===== src/design/qte_pkg.sv =====
// ----------------------------------------------------------------------------
// Quaternion to Euler angles: shared package
// Fixed-point formats, pipeline depths and the arctangent table that the
// CORDIC stages use.
// ----------------------------------------------------------------------------
package qte_pkg;

  // Products and sums carry 30 fraction bits, so one is 2**30.
  localparam int FRAC_BITS = 30;
  localparam int PROD_W    = 34;
  localparam int SUM_W     = 36;

  // CORDIC datapath: normalized vectors, iteration width, angle accumulator.
  localparam int NORM_W    = 42;
  localparam int CORD_W    = 45;
  localparam int ANG_W     = 34;
  localparam int ITERS     = 31;

  // Square root of 2**60 - s**2.
  localparam int ROOT_W    = 31;
  localparam int RAD_W     = 61;

  // Register stages in each unit.
  localparam int CORDIC_LAT = ITERS + 4;
  localparam int SQRT_LAT   = ROOT_W;

  // atan(2**-i) as a 32-bit binary angle, 2**31 equals pi.
  localparam logic [31:0] ATAN_TAB [ITERS] = '{
    32'h20000000, 32'h12E4051E, 32'h09FB385B, 32'h051111D4, 32'h028B0D43,
    32'h0145D7E1, 32'h00A2F61E, 32'h00517C55, 32'h0028BE53, 32'h00145F2F,
    32'h000A2F98, 32'h000517CC, 32'h00028BE6, 32'h000145F3, 32'h0000A2FA,
    32'h0000517D, 32'h000028BE, 32'h0000145F, 32'h00000A30, 32'h00000518,
    32'h0000028C, 32'h00000146, 32'h000000A3, 32'h00000051, 32'h00000029,
    32'h00000014, 32'h0000000A, 32'h00000005, 32'h00000003, 32'h00000001,
    32'h00000001
  };

endpackage


===== src/design/qte_isqrt.sv =====
// ----------------------------------------------------------------------------
// Pipelined integer square root
// Floor square root of an unsigned radicand, one result bit per stage.
// ----------------------------------------------------------------------------
module qte_isqrt import qte_pkg::*; (
  input  logic              clk,
  input  logic              en,
  input  logic [RAD_W-1:0]  rad,
  output logic [ROOT_W-1:0] root
);

  localparam int PAD_W = 2 * ROOT_W;
  localparam int RM_W  = ROOT_W + 4;

  logic [PAD_W-1:0]  sv [ROOT_W];
  logic [RM_W-1:0]   rm [ROOT_W];
  logic [ROOT_W-1:0] rt [ROOT_W];

  for (genvar j = 0; j < ROOT_W; j++) begin : g_stage
    logic [PAD_W-1:0]  pv;
    logic [RM_W-1:0]   prm;
    logic [ROOT_W-1:0] prt;
    logic [RM_W-1:0]   cur;
    logic [RM_W-1:0]   trial;

    // The first stage starts from the radicand with an empty remainder.
    if (j == 0) begin : g_first
      assign pv  = {{(PAD_W-RAD_W){1'b0}}, rad};
      assign prm = '0;
      assign prt = '0;
    end else begin : g_next
      assign pv  = sv[j-1];
      assign prm = rm[j-1];
      assign prt = rt[j-1];
    end

    // Bring down the next bit pair and try the next root bit.
    assign cur   = {prm[RM_W-3:0], pv[PAD_W-1-2*j -: 2]};
    assign trial = RM_W'({prt, 2'b01});

    always_ff @(posedge clk) begin
      if (en) begin
        sv[j] <= pv;
        if (cur >= trial) begin
          rm[j] <= cur - trial;
          rt[j] <= {prt[ROOT_W-2:0], 1'b1};
        end else begin
          rm[j] <= cur;
          rt[j] <= {prt[ROOT_W-2:0], 1'b0};
        end
      end
    end
  end

  assign root = rt[ROOT_W-1];

endmodule


===== config.mk =====
export PLATFORM = sky130hd
export DESIGN_NAME = qte_isqrt
export DESIGN_NICKNAME = d
export VERILOG_FILES = /design/src/design/qte_pkg.sv /design/src/design/qte_isqrt.sv
export SDC_FILE = /design/constraint.sdc
export NUM_CORES = 2
export LEC_CHECK = 0
export BUFFER_PORTS_ARGS = -buffer_cell sky130_fd_sc_hd__buf_2
export CAP_MARGIN = 30
export CELL_PAD_IN_SITES_DETAIL_PLACEMENT = 0
export CELL_PAD_IN_SITES_GLOBAL_PLACEMENT = 1
export CORE_ASPECT_RATIO = 0.5
export CORE_MARGIN = 2
export CORE_UTILIZATION = 57
export DETAILED_ROUTE_END_ITERATION = 10
export PLACE_DENSITY = 0.94
export SYNTH_ARGS = -nofsm -noshare
export SYNTH_HDL_FRONTEND = slang
export SYNTH_SLANG_ARGS = --single-unit

===== constraint.sdc =====
create_clock -name clk -period 5.55 [get_ports clk]
set_input_delay 0.8325 -clock clk [delete_from_list [all_inputs] [get_ports clk]]
set_output_delay 0.8325 -clock clk [all_outputs]
set_load 0.03 [all_outputs]

Word-level counts from Yosys, hierarchy flattened:

Memories as Yosys holds them, arrays and structs flattened.
Index checks and enable logic that the tools add are counted.

* $add $sub $neg: 31
* muxes and demuxes: 250
* bitwise logic cells: 62
* order comparisons: 31

Operator list (count)
* $mux 35: 31
* $ge 35x33->1: 30
* $sub 35x33->35: 30
* $mux 31: 31
* $mux 1: 188
* $or 1x1->1: 62
* $sub 1x1->2 const B: 1
* $ge 1x1->1 const B: 1

* output and inout bits: 31
* flip-flop bits (word level): 0
* bits of input ports: 63
* word-level logic and storage cells: 377
* memories kept: 3
* memory bits (writable): 3968

Memory list
* sv: words 31, width 62, rd ports 30, clocked after Yosys merged registers in 0, write ports 31, line qte_isqrt.sv:15 `logic [PAD_W-1:0] sv [ROOT_W];`
* rm: words 31, width 35, rd ports 30, clocked after Yosys merged registers in 0, write ports 31, line qte_isqrt.sv:16 `logic [RM_W-1:0] rm [ROOT_W];`
* rt: words 31, width 31, rd ports 31, clocked after Yosys merged registers in 0, write ports 31, line qte_isqrt.sv:17 `logic [ROOT_W-1:0] rt [ROOT_W];`

Depth between registers and ports, before layout:

An unclocked memory read counts as a cell.

* depth in word-level cells: 6
* mapped depth: 14
* mapped depth without buffers: 12

Least setup slack after synthesis:

Ideal clock, no wire load.

* path type: input to register
* start: input port en
* end: memory rm[1][315] (netlist bit), enable pin
* setup time: 0.437 ns
* data arrival time: 3.473 ns
* slack: 1.640 ns
* path buffers: 5
* cell stages on the path: 5
* data required time: 5.113 ns
* cells stage by stage: clkbuf_1 > clkbuf_1 > clkbuf_1 > clkbuf_1 > clkbuf_1

RTL lines
* start, declared: line qte_isqrt.sv:7 `input logic en,`
* end, declared: line qte_isqrt.sv:16

==> flow_metrics.env <==
export IMPL_status="complete, no violations"
export IMPL_ff2ff_path_depth=10
export IMPL_nets=9402
export IMPL_cts_buffers=208
export IMPL_cts_hold_buf=0
export IMPL_clock_fmax_mhz=237
export IMPL_ys_ff_latch=2363
export IMPL_finalNonFillerCells=11600
export IMPL_max_stage_delay_ns=0.87
export IMPL_antenna_found_initial=4
export IMPL_io_pins=94
export IMPL_crit_slowest_cell="nor3_1"
export IMPL_clk_pin_slew_ns=0.07
export IMPL_synth_edff_count=2362
export IMPL_drc=0
export IMPL_worst_pin_slew_ns=1.05
export IMPL_cts_path_max_buffers=4
export IMPL_syn_inst=8641
export IMPL_timing_final_ws_setup_ns=1.33
export IMPL_yosysSeqAreaShare=0.641
export IMPL_synth_most_common_cell="edfxtp_1"
export IMPL_initialDrtViolationCount=4988
export IMPL_drt_pass1_iter_count=6
export IMPL_fillerInstances=14500
export IMPL_powerDensity_nw_per_um2=404
export IMPL_setup_viol=0
export IMPL_antenna_left=0
export IMPL_cts_sinks=2363
export IMPL_io_buffers=93
export IMPL_maxCapViolCount=0
export IMPL_path_cells="ha_1, nand4_1, a21oi_1, o21bai_1, a21oi_1, o31ai_1, o211a_1, nor3_1, o311ai_0, xnor2_1"
export IMPL_synth_cell_types=88
export IMPL_routed_wl_um=206000
export IMPL_fin_setup_tns_ns=0
export IMPL_netlist_area_um2=111000
export IMPL_final_hold_violation_count=0
export IMPL_numPlacedInstances=11200
export IMPL_finClkSkew_ns=0.0581
export IMPL_synth_common_cells="edfxtp_1, inv_1, nand2_1, o21ai_0, ha_1"
export IMPL_rows=114
export IMPL_synth_area_leaders="edfxtp_1, ha_1, xor2_1"
export IMPL_post_drt_wl_per_cell_um=17.8
export IMPL_overflow=0
export IMPL_yosys_warnings=0
export IMPL_hold_class="in -> reg"
export IMPL_arrival_ns=4.80
export IMPL_core_area_um2=193000
export IMPL_slew_headroom=0.280
export IMPL_post_route_period_util=0.760
export IMPL_grt_max_degree=189
export IMPL_maxSlewViolCount=0
export IMPL_drive_gt1_frac=0.0675
export IMPL_hold_depth=1
export IMPL_end_kind="flop"
export IMPL_dieArea_um2=198000
export IMPL_cts_tree="yes"
export IMPL_critPathLaunchType="flop"
export IMPL_die_x_um=627
export IMPL_ys_async_sr_fraction=0
export IMPL_post_cts_setup_buffers=0
export IMPL_rsz0062_at_grt="false"
export IMPL_place_ws_ns=1.38
export IMPL_start_util=0.573
export IMPL_n_antenna_cell=0
export IMPL_synth_top_area_share=0.641
export IMPL_worstPathRequired_ns=6.13
export IMPL_dp_hpwl_um=146000
export IMPL_vias=65300
export IMPL_syn_nets=9232
export IMPL_yosysTopAreaCell="edfxtp_1"
export IMPL_cts_htree_levels=4
export IMPL_synth_flop_cell="edfxtp_1"
export IMPL_p_total_mw=48.9
export IMPL_p_leak_nw=45.5
export IMPL_vias_per_cell=5.64
export IMPL_grt_pass1_vias=64300
export IMPL_area_growth_syn_to_layout_pct=9.32
export IMPL_place_gp_congestion=0.945
export IMPL_fp_dieH_um=316
export IMPL_clockRootBuffer="clkbuf_16"
export IMPL_cp_max_fo=20
export IMPL_crit_type="reg -> reg"
export IMPL_clk_latency_ns=0.87
export IMPL_period_minus_slack_ns=4.22
export IMPL_fin_util=0.627
export IMPL_grt_pass1_wl_um=330000
export IMPL_peakVddDrop_mv=0.277
export IMPL_gr_usage_all_layers=0.207
export IMPL_crit_top_cell="a21oi_1"
export IMPL_avgSynthCellArea_um2=12.8
export IMPL_cts_resized=0
cells by family after synthesis:
kind of cell / Yosys count / share of synthesized area
AO/OA/AOI/OAI: 1714 / 0.0962
XOR/XNOR: 784 / 0.0620
adder cells (fa/ha/maj): 528 / 0.0597
buffers and inverters: 859 / 0.0292
flip-flops: 2363 / 0.641
multiplexers: 61 / 0.00608
AND/OR/NAND/NOR: 2332 / 0.106
final cells by class:
cell class	instances	area, um^2	share of cell area
clock inverters	124	1280	0.0106
clock buffers	243	5340	0.0441
repair buffers	159	1090	0.00897
well taps	2610	3270	0.0270
flip-flops and latches	2363	70900	0.586
inverters	660	2480	0.0205
multi-input cells	5419	36600	0.303
path summary, 6_finish.rpt:
check / from / end / slack, ns
worst min register to register: sv[0][344] / sv[0][406] / 0.39
worst min-delay path: rad[6] / sv[0][6] / 0.13
worst max register to register: rm[1][107] / rm[1][169] / 1.33
worst max-delay path: rm[1][107] / rm[1][169] / 1.33
through the flow:
| stage | hold WS [ns] | area (um^2) |
|---|---|---|
| 2_1_floorplan | 0.400 | 111000 |
| 3_5_place_dp | 0.405 | 114000 |
| 5_1_grt | 0.0760 | 121000 |
| 6_report | 0.134 | 121000 |
| 4_1_cts | 0.0565 | 121000 |
| 3_3_place_gp | 0.400 | 114000 |
layer usage:
metal	vias up	share of wire	global-route usage
met5	-	0	0
met1	31300	0.41	0.252
met3	416	0.045	0.0304
li1	32300	-	-
met2	1360	0.51	0.378
met4	0	0.036	0.0728
state kept, by name, summed over array words and instances (netlist names):
name,cells
rm,937
rt,496
sv,930
where the power goes:
group          switching, mW  leakage, nW  internal (mW)  total, mW
sequential              1.43         22.8           22.6       24.1
combinational           6.08         19.5           4.40       10.5
clock                   6.29         3.22           8.06       14.4
total                   13.8         45.5           35.1       48.9
placed cells by master (no fill, tap or decap), types with 40 or more instances in the layout:
master / synthesis / layout
or4_1: 57 / 57
o21ai_0: 552 / 552
o21a_1: 100 / 100
mux2_2: 50 / 50
and2_1: 45 / 45
nor2b_1: 64 / 64
nor3_1: 229 / 228
ha_1: 528 / 528
or2_2: 47 / 47
nand2_1: 656 / 656
buf_2: 3 / 93
o21bai_1: 54 / 54
a21oi_1: 415 / 414
nor4_1: 109 / 108
and3_1: 45 / 45
or3_1: 98 / 98
clkinv_1: 0 / 45
inv_1: 660 / 660
xor2_1: 396 / 396
nand4_1: 103 / 103
a21o_1: 209 / 209
nand2b_1: 111 / 111
xnor2_1: 388 / 388
nor2_1: 472 / 470
buf_4: 0 / 55
nand3_1: 146 / 146
edfxtp_1: 2362 / 2362
a211oi_1: 59 / 58
a31oi_1: 42 / 40
o211ai_1: 44 / 44
clkbuf_16: 0 / 208
worst max-delay path, delay by kind of cell (launching register included):
family	cells	cell delay, ns
AO/OA/AOI/OAI	6	1.83
AND/OR/NAND/NOR	2	1.15
flip-flops	1	0.41
adder cells (fa/ha/maj)	1	0.38
XOR/XNOR	1	0.19
Power figures use the tool's default switching activity.
